--- config.mk ---
export PLATFORM = sky130hd
export DESIGN_NAME = ssg_ctrl
export DESIGN_NICKNAME = d
export VERILOG_FILES = /design/src/hw/rtl/ssg_pkg.sv /design/src/hw/rtl/ssg_ctrl.sv
export SDC_FILE = /design/constraint.sdc
export NUM_CORES = 1
export LEC_CHECK = 0
export ABC_AREA = 1
export BUFFER_PORTS_ARGS = -buffer_cell sky130_fd_sc_hd__buf_2
export CORE_MARGIN = 1
export CORE_UTILIZATION = 22
export CTS_CLUSTER_SIZE = 25
export DETAILED_ROUTE_END_ITERATION = 16
export PLACE_DENSITY = 0.75
export SETUP_SLACK_MARGIN = 0.3
export SYNTH_ARGS = -nofsm -noshare
export SYNTH_HDL_FRONTEND = slang
export SYNTH_SLANG_ARGS = --single-unit
--- constraint.sdc ---
create_clock -name clock -period 1.1 [get_ports clock]
set_input_delay 0.11 -clock clock [delete_from_list [all_inputs] [get_ports clock]]
set_output_delay 0.11 -clock clock [all_outputs]
set_load 0.1 [all_outputs]
--- src/hw/rtl/ssg_pkg.sv ---
// Shared types and constants of the Sobol sequence generator.
package ssg_pkg;

   localparam int NUM_DIMS      = 16;
   localparam int WORD_BITS     = 32;
   localparam int DIM_BITS      = $clog2(NUM_DIMS);
   localparam int BIT_BITS      = $clog2(WORD_BITS);
   localparam int DIM_CNT_BITS  = 5;
   localparam int DIR_ADDR_BITS = DIM_BITS + BIT_BITS;

   typedef logic [WORD_BITS-1:0]     word_type;
   typedef logic [DIM_BITS-1:0]      dim_idx_type;
   typedef logic [BIT_BITS-1:0]      bit_idx_type;
   typedef logic [DIM_CNT_BITS-1:0]  dim_cnt_type;
   typedef logic [DIR_ADDR_BITS-1:0] dir_addr_type;

   // Request kinds
   localparam logic [2:0] KIND_LOAD_DIR   = 3'd0;
   localparam logic [2:0] KIND_LOAD_SHIFT = 3'd1;
   localparam logic [2:0] KIND_RESTART    = 3'd2;
   localparam logic [2:0] KIND_NEXT       = 3'd3;
   localparam logic [2:0] KIND_SKIP       = 3'd4;

   typedef struct packed {
      logic [2:0]  kind;
      logic [3:0]  dim_sel;
      logic [4:0]  bit_sel;
      logic [31:0] word_value;
      logic [31:0] target_index;
   } req_payload_type;

   typedef struct packed {
      logic [3:0]  out_dim;
      logic [31:0] integer_point;
      logic [31:0] sample;
      logic        last_of_point;
   } rsp_payload_type;

   typedef enum logic [2:0] {
      ST_IDLE,
      ST_RB_READ,
      ST_RB_ACC,
      ST_ADV_BEGIN,
      ST_ADV_READ,
      ST_ADV_XOR,
      ST_EMIT
   } state_type;

   typedef struct packed {
      logic write_dir;
      logic write_shift;
      logic begin_rebuild;
      logic rebuild_restart;
      logic rb_read;
      logic rb_acc;
      logic begin_adv;
      logic adv_bump;
      logic adv_read;
      logic adv_apply;
      logic next_dim;
   } ctl_cmd_type;

   typedef struct packed {
      logic no_dims;
      logic last_dim;
      logic last_bit;
      logic rsp_taken;
   } dp_status_type;

endpackage

--- src/hw/rtl/ssg_ctrl.sv ---
// Controller state machine of the Sobol sequence generator.
module ssg_ctrl (
   input  logic                     clock,
   input  logic                     reset,
   input  logic                     req_valid,
   output logic                     req_stall,
   input  ssg_pkg::req_payload_type req_payload,
   input  ssg_pkg::dp_status_type   status,
   output ssg_pkg::ctl_cmd_type     cmd
);

   ssg_pkg::state_type state_ff, state_in;
   logic               restart_ff, restart_in;
   logic               req_accept;
   logic               target_zero;

   assign req_stall   = (state_ff != ssg_pkg::ST_IDLE);
   assign req_accept  = req_valid && !req_stall;
   assign target_zero = (req_payload.target_index == '0);

   // next state
   always_comb begin
      state_in   = state_ff;
      restart_in = restart_ff;
      unique case (state_ff)
         ssg_pkg::ST_IDLE: begin
            if (req_accept) begin
               restart_in = (req_payload.kind == ssg_pkg::KIND_RESTART);
               if ((req_payload.kind == ssg_pkg::KIND_RESTART) ||
                   ((req_payload.kind == ssg_pkg::KIND_SKIP) && !target_zero)) begin
                  state_in = status.no_dims ? ssg_pkg::ST_ADV_BEGIN : ssg_pkg::ST_RB_READ;
               end else if (req_payload.kind == ssg_pkg::KIND_NEXT) begin
                  state_in = status.no_dims ? ssg_pkg::ST_IDLE : ssg_pkg::ST_ADV_READ;
               end
            end
         end
         ssg_pkg::ST_RB_READ: begin
            state_in = ssg_pkg::ST_RB_ACC;
         end
         ssg_pkg::ST_RB_ACC: begin
            state_in = (status.last_bit && status.last_dim) ? ssg_pkg::ST_ADV_BEGIN
                                                            : ssg_pkg::ST_RB_READ;
         end
         ssg_pkg::ST_ADV_BEGIN: begin
            state_in = status.no_dims ? ssg_pkg::ST_IDLE : ssg_pkg::ST_ADV_READ;
         end
         ssg_pkg::ST_ADV_READ: begin
            state_in = ssg_pkg::ST_ADV_XOR;
         end
         ssg_pkg::ST_ADV_XOR: begin
            state_in = ssg_pkg::ST_EMIT;
         end
         ssg_pkg::ST_EMIT: begin
            if (status.rsp_taken) begin
               state_in = status.last_dim ? ssg_pkg::ST_IDLE : ssg_pkg::ST_ADV_READ;
            end
         end
         default: begin
            state_in = ssg_pkg::ST_IDLE;
         end
      endcase
   end

   // commands
   always_comb begin
      cmd = '0;
      unique case (state_ff)
         ssg_pkg::ST_IDLE: begin
            if (req_accept) begin
               cmd.write_dir       = (req_payload.kind == ssg_pkg::KIND_LOAD_DIR);
               cmd.write_shift     = (req_payload.kind == ssg_pkg::KIND_LOAD_SHIFT);
               cmd.begin_rebuild   = (req_payload.kind == ssg_pkg::KIND_RESTART) ||
                                     ((req_payload.kind == ssg_pkg::KIND_SKIP) && !target_zero);
               cmd.rebuild_restart = (req_payload.kind == ssg_pkg::KIND_RESTART);
               cmd.begin_adv       = (req_payload.kind == ssg_pkg::KIND_NEXT);
               cmd.adv_bump        = 1'b1;
            end
         end
         ssg_pkg::ST_RB_READ: begin
            cmd.rb_read = 1'b1;
         end
         ssg_pkg::ST_RB_ACC: begin
            cmd.rb_acc = 1'b1;
         end
         ssg_pkg::ST_ADV_BEGIN: begin
            cmd.begin_adv = 1'b1;
            cmd.adv_bump  = !restart_ff;
         end
         ssg_pkg::ST_ADV_READ: begin
            cmd.adv_read = 1'b1;
         end
         ssg_pkg::ST_ADV_XOR: begin
            cmd.adv_apply = 1'b1;
         end
         ssg_pkg::ST_EMIT: begin
            cmd.next_dim = status.rsp_taken;
         end
         default: begin
            cmd = '0;
         end
      endcase
   end

   always_ff @(posedge clock) begin
      if (reset) begin
         state_ff   <= ssg_pkg::ST_IDLE;
         restart_ff <= 1'b0;
      end else begin
         state_ff   <= state_in;
         restart_ff <= restart_in;
      end
   end

endmodule

==> summary.txt, run 1 <==
Floorplan
  • Site Rows: 16
  • Die area: 2360 sq um
  • CORE AREA: 2000 sq um
  • Die H: 48.6 um
  • Die X: 48.6 um
  • Top-level I/O count: 95
  • Starting Density: 0.238

Global routing
  • First-pass GRT wire length: between 3 and 4 mm
  • Vias in the first global route: 947
  • Initial antenna violation count: 0
  • Total gr overflow: 0
  • Total track usage: 0.201
  • Largest net degree at the start of global routing: 6

Run
  • Max-cap violation count: 0

Clock tree
  • CTS H-tree depth: 1
  • Clk sinks: 4
  • Clk buf depth: 2
  • Reg clk slew, reported paths: 0.04 ns
  • Clk_lat worst skew: 0.24 ns
  • Root Driver: clkbuf_4
  • TritonCTS Buffers: 3
  • CTS Hold Bufs: 0
  • CTS tree: built

Setup path
  • Worst Path Required: about 0.99 ns
  • Critical Path Stages: 6
  • CP cell instances: nor3_4 > inv_6 > nor2_4 > inv_4 > nor4_4 > buf_12
  • CP arrival: 1.52 ns
  • CP max stage delay: 0.33 ns
  • Critical Path End Type: output port
  • CP startpoint kind: flip-flop
  • Top Family by Delay on Critical Path: simple AND/OR/NAND/NOR gates
  • Crit Path Category: flip-flop to output port
  • Crit-path max FO: 5
  • CP max stage cell: dfxtp_2
  • Path depth of the worst reg2reg path: 9
  • Critical path buffers and inverters: 3

Power and ir drop
  • Pwr Total: 0.000878 W
  • Pleak: 0.677 nW
  • Sw Ratio: 0.419
  • Internal power: 0.000510 W
  • Combinational power share: 0.605
  • Peak VDD IR: 0.378 mV
  • Net Switching: 0.000368 W
  • Clock Power Share: 0.221
  • Sequential Power Share: 0.173
  • Power Dens Cells: roughly 600 nW/um^2

Timing
  • Setup Skew: 0.00656 ns
  • Max-slew violation count: 0
  • Final Cycle Share: 1.48
  • Period minus WS final: 1.63 ns
  • Final setup viols: 16
  • RSZ-0062 raised after global routing: true
  • Worst slew margin: 0.825
  • Final setup margin: -0.532 ns
  • Fmax: approximately 610 MHz
  • Final hold violation count: 0
  • Sum Neg Setup Slack: -6.24 ns
  • Measured slew at the worst slew-check pin: 0.260 ns

Synthesis
  • Syn_nets: 173
  • Most used flip-flop cell after synthesis: dfxtp_1
  • Avg Cell Area, Syn: between 5 and 6 sq um
  • Register area share after synthesis: 0.168
  • Synthesized flop and latch total: 4
  • Synth warn: 0
  • Synth Instances: 90
  • Cell Area, Synth: 477 sq um
  • Post-synth top area share: 0.205
  • Cell accounting for the most synthesized area: nor2_1
  • Yosys cell types: 19
  • Post-synth ARST share: 0
  • Post-synth EDFFs: 0
  • Synth top area cells: nor2_1 (20%), dfxtp_1 (17%), nand2_1 (15%), inv_1 (7.9%), a21oi_1 (4.2%)

Place
  • Gpl congestion: 0.843
  • Post-DP HPWL: roughly 1.6 mm
  • Number of port buffers: 53

Status
  • Status: finished, violations left
  • Failing checks: negative setup slack

Finish
  • Layout Nets: 263
  • Share of layout cells above drive strength 1: 0.674
  • Fillcell total: between 150 and 200
  • P&R area growth vs syn: 206%
  • ANT cells: 0

Route
  • Avg Vias per Cell: 4.54
  • Drt pass-1 iters: 3
  • Routed Wire Length: 2.18 mm
  • Wirelength per Cell: 10.6 um
  • Final ANT Viol Nets: 0
  • DR iter-0 viols: 3
  • # DRC: 0
  • Vias post-DR: ~930

Worst hold path
  • Hold Path Cell Cnt: 2
  • Hold Path Class: input pin to flip-flop
## final cells by class
cell class                 instances  area (sq um)  area share
tap                               27          33.8      0.0232
sequential                         4          88.8      0.0609
multi-input combinational         72           500       0.343
timing repair buffer              85           743       0.510
inverter                          14          68.8      0.0472
clock buffer                       3          22.5      0.0155
## layer usage
layer  routed length (um)  track usage  up-vias
met5                    0            0        -
met4                   19       0.0882        0
met3                  147       0.0283        2
met2                 1230        0.406       50
met1                  779        0.200      411
li1                     -            -      468
## cells by family (layout without fill, tap and decap cells)
family                 after synthesis  after routing  share of synthesized area
and+or+nand+nor                     62             62                      0.609
buffers and inverters               14            102                      0.110
AOI/OAI and AO/OA                   10             10                      0.113
DFF                                  4              4                      0.168
## synthesized netlist by cell type, types with 2 or more instances
cell type,instances
o21ai_0,2
a21oi_1,4
nor2_1,26
nand4_1,2
inv_1,10
nor4_1,2
nand3_1,4
inv_2,4
nor3_1,4
o21ai_1,2
dfxtp_1,4
nand2_1,19
## cell usage in the layout (no fill, tap or decap), types with 2 or more instances in the layout
master    synthesis  final
dfxtp_4           0      2
clkbuf_4          0      3
nor3_4            1      5
buf_2             0     41
nand2_2           0      4
a21oi_2           0      2
buf_12            0     13
a21oi_1           4      2
nor2_1           26     23
inv_1            10      8
nor2_4            1      5
nand3_1           4      3
nand4_1           2      2
nand2_1          19     14
buf_6             0      8
buf_8             0      2
inv_4             0      3
buf_4             0     21
nor4_4            0      2
## registers in the layout, summed over array words and instances, names as in the netlist
| register | flops |
|---|---|
| restart_ff | 1 |
| state_ff | 3 |
## through the flow
step / instance area [sq um] / cells / hold slack (ns) / setup slack, ns / utilization
finish: 1460 / 205 / 0.102 / -0.532 / 0.728
global route: 1460 / 205 / 0.109 / -0.590 / 0.728
CTS: 1430 / 205 / 0.0917 / -0.534 / 0.712
detailed placement: 1230 / 192 / 0.329 / -0.286 / 0.613
global placement: 1230 / 192 / 0.334 / -0.265 / 0.613
floorplan: 586 / 90 / 0.169 / -1.10 / -
## path summary, 6_finish.rpt
kind,from,to,slack (ns)
setup / recovery,state_ff[0],cmd[9],-0.53
hold / removal,reset,state_ff[2],0.10
setup reg to reg,state_ff[0],state_ff[2],-0.39
hold reg to reg,restart_ff,restart_ff,0.59
## power groups by stage
stage	clock [W]	sequential (W)	combinational, W
floorplan	0	0.000159	0.000226
global placement	0	0.000154	0.000427
detailed placement	0	0.000154	0.000439
CTS	0.000195	0.000152	0.000509
global route	0.000211	0.000152	0.000566
finish	0.000194	0.000152	0.000531
## repair_timing
action / 4_1_cts / 5_1_grt
endpoints found under the setup margin: 16 / 16
pin swaps: 7 / 3
resized for setup: 24 / 10
buffers inserted: 10 / 0
Note: power is estimated with default switching activity, not from simulation.
==> inputs of run 2 (changes only) <==
--- a/config.mk
+++ b/config.mk
@@ -7,11 +7,12 @@
 export LEC_CHECK = 0
 export ABC_AREA = 1
 export BUFFER_PORTS_ARGS = -buffer_cell sky130_fd_sc_hd__buf_2
+export CORE_ASPECT_RATIO = 0.6
 export CORE_MARGIN = 1
 export CORE_UTILIZATION = 22
 export CTS_CLUSTER_SIZE = 25
 export DETAILED_ROUTE_END_ITERATION = 16
-export PLACE_DENSITY = 0.75
+export PLACE_DENSITY_LB_ADDON = 0.1
 export SETUP_SLACK_MARGIN = 0.3
 export SYNTH_ARGS = -nofsm -noshare
 export SYNTH_HDL_FRONTEND = slang
==> run 2 against run 1 <==
The flow still finishes with violations (negative setup slack). First-iteration DRC count rose to 8.0 times the previous value. Sequential share of layout area barely moved. Clock skew down 0.0010 ns. Combinational power grew 3%. Hold slack improved by 0.048 ns.
==> summary.txt, run 2 (synthesis results as in run 1) <==
Route
  • Final ANT Viol Nets: 0 (unchanged)
  • Vias post-DR: 919 (-1.3%)
  • Avg Vias per Cell: 4.42 (-2.7%)
  • Drt pass-1 iters: 4 (+1)
  • # DRC: 0 (unchanged)
  • Routed Wire Length: 2.56 mm (+18%)
  • Wirelength per Cell: 12.3 um (+16%)
  • DR iter-0 viols: 24 (+21)

Power and ir drop
  • Pleak: 0.693 nW (+2.3%)
  • Peak VDD IR: 0.733 mV (+94%)
  • Power Dens Cells: 587 nW/um^2 (-2.5%)
  • Pwr Total: 0.000880 W (+0.21%)

Timing
  • Max-slew violation count: 0 (unchanged)
  • Period minus WS final: 1.58 ns (-0.0492 ns)
  • RSZ-0062 raised after global routing: true
  • Final hold violation count: 0 (unchanged)
  • Final Cycle Share: 1.44 (-0.0447)
  • Final setup viols: 16 (unchanged)
  • Measured slew at the worst slew-check pin: 0.256 ns (-0.00451 ns)
  • Setup Skew: 0.00552 ns (-0.00104 ns)
  • Fmax: 632 MHz (+3.1%)
  • Final setup margin: -0.483 ns (+0.0492 ns)
  • Worst slew margin: 0.828 (+0.00303)

Setup path
  • Crit-path max FO: 4 (-1)
  • CP startpoint kind: flip-flop
  • Critical Path Source: state_ff[2]
  • Path depth of the worst reg2reg path: 9 (unchanged)
  • Worst Path Required: 0.99 ns (about the same)
  • R2R Setup Slk: -0.42 ns (-0.03 ns)
  • Crit Path Category: flip-flop to output port
  • Worst Setup EP: cmd[8]
  • Critical Path End Type: output port
  • Reg-to-reg critical path endpoint: state_ff[1]
  • CP arrival: 1.47 ns (-0.05 ns)
  • FF-to-FF Start: state_ff[2]

Finish
  • Final design utilization: 0.773 (+0.0451)
  • Seq. cell area: 91.3 sq um (+2.8%)
  • Biggest register: state_ff
  • Final cell count without fillers: 208 (+1.5%)
  • Leading cell type in the layout, fill and taps excluded: buf_2
  • Max reg flops: 3 (unchanged)
  • Area occupied by multi-input gates: 507 sq um (+1.2%)
  • Largest registers: state_ff x3, restart_ff x1
  • Most frequent cells in the layout: buf_2 (41), nor2_1 (22), buf_4 (21), buf_12 (14), nand2_1 (13)
  • Layout Nets: 265 (+0.76%)
  • P&R area growth vs syn: 214%
  • Share of layout cells above drive strength 1: 0.700 (+0.0258)
  • Fillcell total: 134 (-13%)
  • Final Cell Area: 1500 sq um (+2.7%)
  • ANT cells: 0 (unchanged)

Clock tree
  • CTS Hold Bufs: 0 (unchanged)
  • Clk_lat worst skew: 0.24 ns (about the same)
  • Root Driver: clkbuf_4
  • CTS H-tree depth: 1 (unchanged)
  • CTS tree: built
  • Clk buf depth: 2 (unchanged)
  • Reg clk slew, reported paths: 0.04 ns (about the same)
  • TritonCTS Buffers: 3 (unchanged)
  • Clk sinks: 4 (unchanged)

Place
  • Gpl congestion: 0.821 (-2.6%)
  • Number of port buffers: 53 (unchanged)
  • Post-DP HPWL: 1.65 mm (+0.64%)
  • # placed instances: 194 (+1.0%)
  • Pre-CTS WS: -0.291 ns (-0.00511 ns)
  • DP Area: 1250 sq um (+1.7%)

Global routing
  • Total gr overflow: 0 (unchanged)
  • Total track usage: 0.213 (+0.0113)
  • Vias in the first global route: 934 (-1.4%)
  • Initial antenna violation count: 0 (unchanged)
  • First-pass GRT wire length: 3.64 mm (-3.3%)
  • Largest net degree at the start of global routing: 6 (unchanged)

Status
  • Status: finished, violations left
  • Failing checks: negative setup slack

Floorplan
  • Die X: 62.1 um (+28%)
  • Top-level I/O count: 95 (unchanged)
  • CORE AREA: 1940 sq um (-3.2%)
  • Die H: 38.1 um (-22%)
  • Die area: 2360 sq um (+0.25%)
  • Site Rows: 12 (-4)
  • Starting Density: 0.246 (+0.00800)

Run
  • Max-cap violation count: 0 (unchanged)

Worst hold path
  • Hold Path Class: input pin to flip-flop
-- run 2: worst min-delay path by stage --
stage / slack [ns] / depth (start not counted) / to / start
final: 0.15 / 2 / state_ff[0] / reset
after global routing: 0.14 / 2 / state_ff[0] / reset
after CTS: 0.11 / 2 / state_ff[1] / reset
after detailed placement: 0.34 / 2 / state_ff[2] / reset
after global placement: 0.33 / 2 / restart_ff / reset
after floorplan: 0.17 / 1 / state_ff[1] / reset
-- run 2: through the flow --
step                TNS (ns)  hold slack (ns)
detailed placement     -2.93            0.342
CTS                    -5.54            0.110
finish                 -6.30            0.150
global placement       -2.59            0.332
global route           -7.12            0.139
floorplan              -8.10            0.169
-- run 2: cell type report --
class                      count  share of cell area
timing repair buffer          87               0.515
multi-input combinational     72               0.338
sequential                     4              0.0610
inverter                      14              0.0476
tap                           28              0.0234
clock buffer                   3              0.0150
-- run 2: power breakdown --
| group | leakage [nW] | total [W] | internal, W | switching, W |
|---|---|---|---|---|
| Sequential | 0.0347 | 0.000149 | 0.000145 | 0.00000444 |
| Clock | 0.0138 | 0.000183 | 0.000122 | 0.0000611 |
| Combinational | 0.644 | 0.000547 | 0.000244 | 0.000303 |
| Total | 0.693 | 0.000880 | 0.000511 | 0.000368 |
-- run 2: what timing repair did --
| action | CTS | global route |
|---|---|---|
| pin swaps | 7 | 6 |
| buffers inserted | 5 | 6 |
| endpoints found under the hold margin | 0 | 0 |
| endpoints found under the setup margin | 16 | 16 |
| cloned | 0 | 0 |
| gates resized for setup | 25 | 15 |
-- run 2: per-layer routing --
metal	up-vias	global-route usage	share of wire
li1	472	-	-
met1	392	0.230	0.42
met2	49	0.402	0.48
met3	6	0.0608	0.093
met4	0	0.0611	0.015
met5	-	0	0
-- run 2: worst max-delay path, cell delays in order, from the launching register on --
cell	delay [ns]
dfxtp_4	0.34
nor3_4	0.27
buf_4	0.16
buf_6	0.11
nand2_4	0.06
nor2_4	0.13
buf_12	0.18
==> inputs of run 3 (changes only) <==
--- a/config.mk
+++ b/config.mk
@@ -7,9 +7,11 @@
 export LEC_CHECK = 0
 export ABC_AREA = 1
 export BUFFER_PORTS_ARGS = -buffer_cell sky130_fd_sc_hd__buf_2
+export CELL_PAD_IN_SITES_DETAIL_PLACEMENT = 0
+export CELL_PAD_IN_SITES_GLOBAL_PLACEMENT = 1
 export CORE_ASPECT_RATIO = 0.6
 export CORE_MARGIN = 1
-export CORE_UTILIZATION = 22
+export CORE_UTILIZATION = 11
 export CTS_CLUSTER_SIZE = 25
 export DETAILED_ROUTE_END_ITERATION = 16
 export PLACE_DENSITY_LB_ADDON = 0.1
==> run 3 against run 2 <==
Clock power grew 81%. Critical endpoint is now cmd[9]. Critical path type unchanged. The flow still finishes with violations (negative setup slack). First-iteration DRC count shrank 13%. Critical path depth did not move.
==> summary.txt, run 3 (synthesis results as in run 1) <==
Status
  • Status: finished, violations left
  • Failing checks: negative setup slack

Global routing
  • Total gr overflow: 0 (unchanged)
  • First-pass GRT wire length: 3.22 mm (-12%)
  • Top Usage Layer GRT: met2
  • Total track usage: 0.0927 (-0.120)
  • Global routing met1 resource utilization: 0.122 (-0.108)
  • Initial antenna violation count: 0 (unchanged)
  • Met2 usage: 0.156 (-0.245)
  • Largest net degree at the start of global routing: 6 (unchanged)
  • Met3 GRT Util: 0.0172 (-0.0437)
  • Vias in the first global route: 781 (-16%)

Floorplan
  • Die area: 4610 sq um (+95%)
  • Starting Density: 0.116 (-0.130)
  • Die H: 53.0 um (+39%)
  • CORE AREA: 4120 sq um (+110%)
  • Top-level I/O count: 95 (unchanged)
  • Site Rows: 18 (+6)
  • Die X: 87.0 um (+40%)

Finish
  • Max reg flops: 3 (unchanged)
  • Leading cell type in the layout, fill and taps excluded: buf_2
  • P&R area growth vs syn: 195%
  • Final Cell Area: 1410 sq um (-6.0%)
  • Most frequent cells in the layout: buf_2 (41), nor2_1 (23), buf_4 (23), nand2_1 (17), buf_12 (12)
  • Biggest register: state_ff
  • ANT cells: 0 (unchanged)
  • Share of layout cells above drive strength 1: 0.632 (-0.0678)
  • Layout Nets: 258 (-2.6%)
  • Largest registers: state_ff x3, restart_ff x1

Clock tree
  • Reg clk slew, reported paths: 0.04 ns (about the same)
  • Root Driver: clkbuf_8
  • Clk buf depth: 2 (unchanged)
  • CTS tree: built
  • TritonCTS Buffers: 3 (unchanged)
  • Clk sinks: 4 (unchanged)
  • CTS H-tree depth: 1 (unchanged)
  • Clk_lat worst skew: 0.22 ns (-0.02 ns)

Timing
  • Final setup viols: 16 (unchanged)
  • Final hold violation count: 0 (unchanged)
  • RSZ-0062 raised after global routing: true
  • Fmax: 623 MHz (-1.3%)
  • Max-slew violation count: 0 (unchanged)
  • Worst slew margin: 0.820 (-0.00840)
  • Setup Skew: 0.00638 ns (+0.000859 ns)
  • Period minus WS final: 1.60 ns (+0.0216 ns)
  • Sum Neg Setup Slack: -4.89 ns (+1.41 ns)
  • Final setup margin: -0.505 ns (-0.0216 ns)
  • Final Cycle Share: 1.46 (+0.0196)
  • Measured slew at the worst slew-check pin: 0.268 ns (+0.0125 ns)

Route
  • Routed Wire Length: 2.11 mm (-18%)
  • Drt pass-1 iters: 3 (-1)
  • Final ANT Viol Nets: 0 (unchanged)
  • Avg Vias per Cell: 3.60 (-19%)
  • Vias post-DR: 842 (-8.4%)
  • DR iter-0 viols: 21 (-13%)
  • # DRC: 0 (unchanged)
  • Wirelength per Cell: 9.02 um (-27%)

Setup path
  • Crit-path max FO: 4 (unchanged)
  • Top Family by Delay on Critical Path: simple AND/OR/NAND/NOR gates
  • Critical Path End Type: output port
  • CP max stage cell: dfxtp_2
  • Critical path buffers and inverters: 3 (unchanged)
  • CP startpoint kind: flip-flop
  • CP cell instances: nor3_4 > inv_6 > nor2_4 > inv_4 > nor4_4 > buf_12
  • Crit Path Category: flip-flop to output port
  • Path depth of the worst reg2reg path: 8 (-1)
  • Critical Path Stages: 6 (unchanged)
  • Worst Path Required: 0.99 ns (about the same)
  • FF-to-FF Start: state_ff[0]
  • CP max stage delay: 0.33 ns (about the same)
  • CP arrival: 1.49 ns (+0.02 ns)
  • Critical Path Source: state_ff[0]

Place
  • Gpl congestion: 0.789 (-4.0%)
  • Post-DP HPWL: 1.80 mm (+9.5%)
  • Pre-CTS WS: -0.301 ns (-0.00954 ns)
  • Number of port buffers: 53 (unchanged)
  • DP Area: 1260 sq um (+0.60%)

Power and ir drop
  • Peak VDD IR: 0.598 mV (-18%)
  • Pwr Total: 0.000962 W (+9.4%)
  • Power Dens Cells: 684 nW/um^2 (+16%)
  • Sw Ratio: 0.369 (-0.0498)
  • Clock Power Share: 0.345 (+0.137)
  • Sequential Power Share: 0.159 (-0.011)
  • Pleak: 0.643 nW (-7.1%)
  • Combinational power share: 0.497 (-0.125)
  • Internal power: 0.000607 W (+19%)
  • Net Switching: 0.000355 W (-3.6%)

Worst hold path
  • Min-delay src: reset
  • Hold Path Cell Cnt: 2 (unchanged)
  • Hold Path Class: input pin to flip-flop

Run
  • Max-cap violation count: 0 (unchanged)
==> run 3: what timing repair did <==
item,4_1_cts,5_1_grt
hold buffers,0,0
pin swaps,3,2
setup endpoints to repair,16,16
endpoints found under the hold margin,0,0
gates resized for setup,15,2
buffers inserted,5,0
gates cloned,0,0
==> run 3: through the flow <==
stage	utilization	hold WS [ns]	cells
final	0.342	0.174	234
after global routing	0.342	0.178	234
after CTS	0.339	0.129	234
after detailed placement	0.305	0.355	225
after global placement	0.305	0.348	225
after floorplan	-	0.169	90
==> run 3: final timing paths <==
check | slack (ns) | to
worst min register to register | 0.56 | restart_ff
worst max register to register | -0.23 | state_ff[2]
worst min-delay path | 0.17 | state_ff[1]
worst max-delay path | -0.50 | cmd[9]
==> run 3: metal layers <==
metal,wire length (um),share of wire,up-vias
li1,-,-,455
met1,1050,0.50,365
met2,970,0.46,22
met3,88,0.042,0
met4,0,0,0
met5,0,0,-
==> run 3: power groups by stage <==
stage | Sequential (W) | Clock (W) | Combinational [W]
after floorplan | 0.000159 | 0 | 0.000226
after global placement | 0.000154 | 0 | 0.000436
after detailed placement | 0.000154 | 0 | 0.000437
after CTS | 0.000153 | 0.000344 | 0.000476
after global routing | 0.000153 | 0.000355 | 0.000508
final | 0.000153 | 0.000332 | 0.000478
==> run 3: cell type report <==
class / count / area (sq um)
clock buffer: 4 / 45.0
sequential: 4 / 88.8
timing repair buffer: 80 / 663
fill: 452 / 2710
inverter: 14 / 66.3
tap: 60 / 75.1
multi-input combinational: 72 / 469
==> run 3: worst register-to-register path, cell delays in order (launching register included) <==
cell and delay (ns):
dfxtp_2 0.33, nor3_4 0.26, buf_4 0.16, buf_6 0.10, nand4_1 0.08, nand2_1 0.10
inv_1 0.06, nand2_1 0.07, a21oi_2 0.06
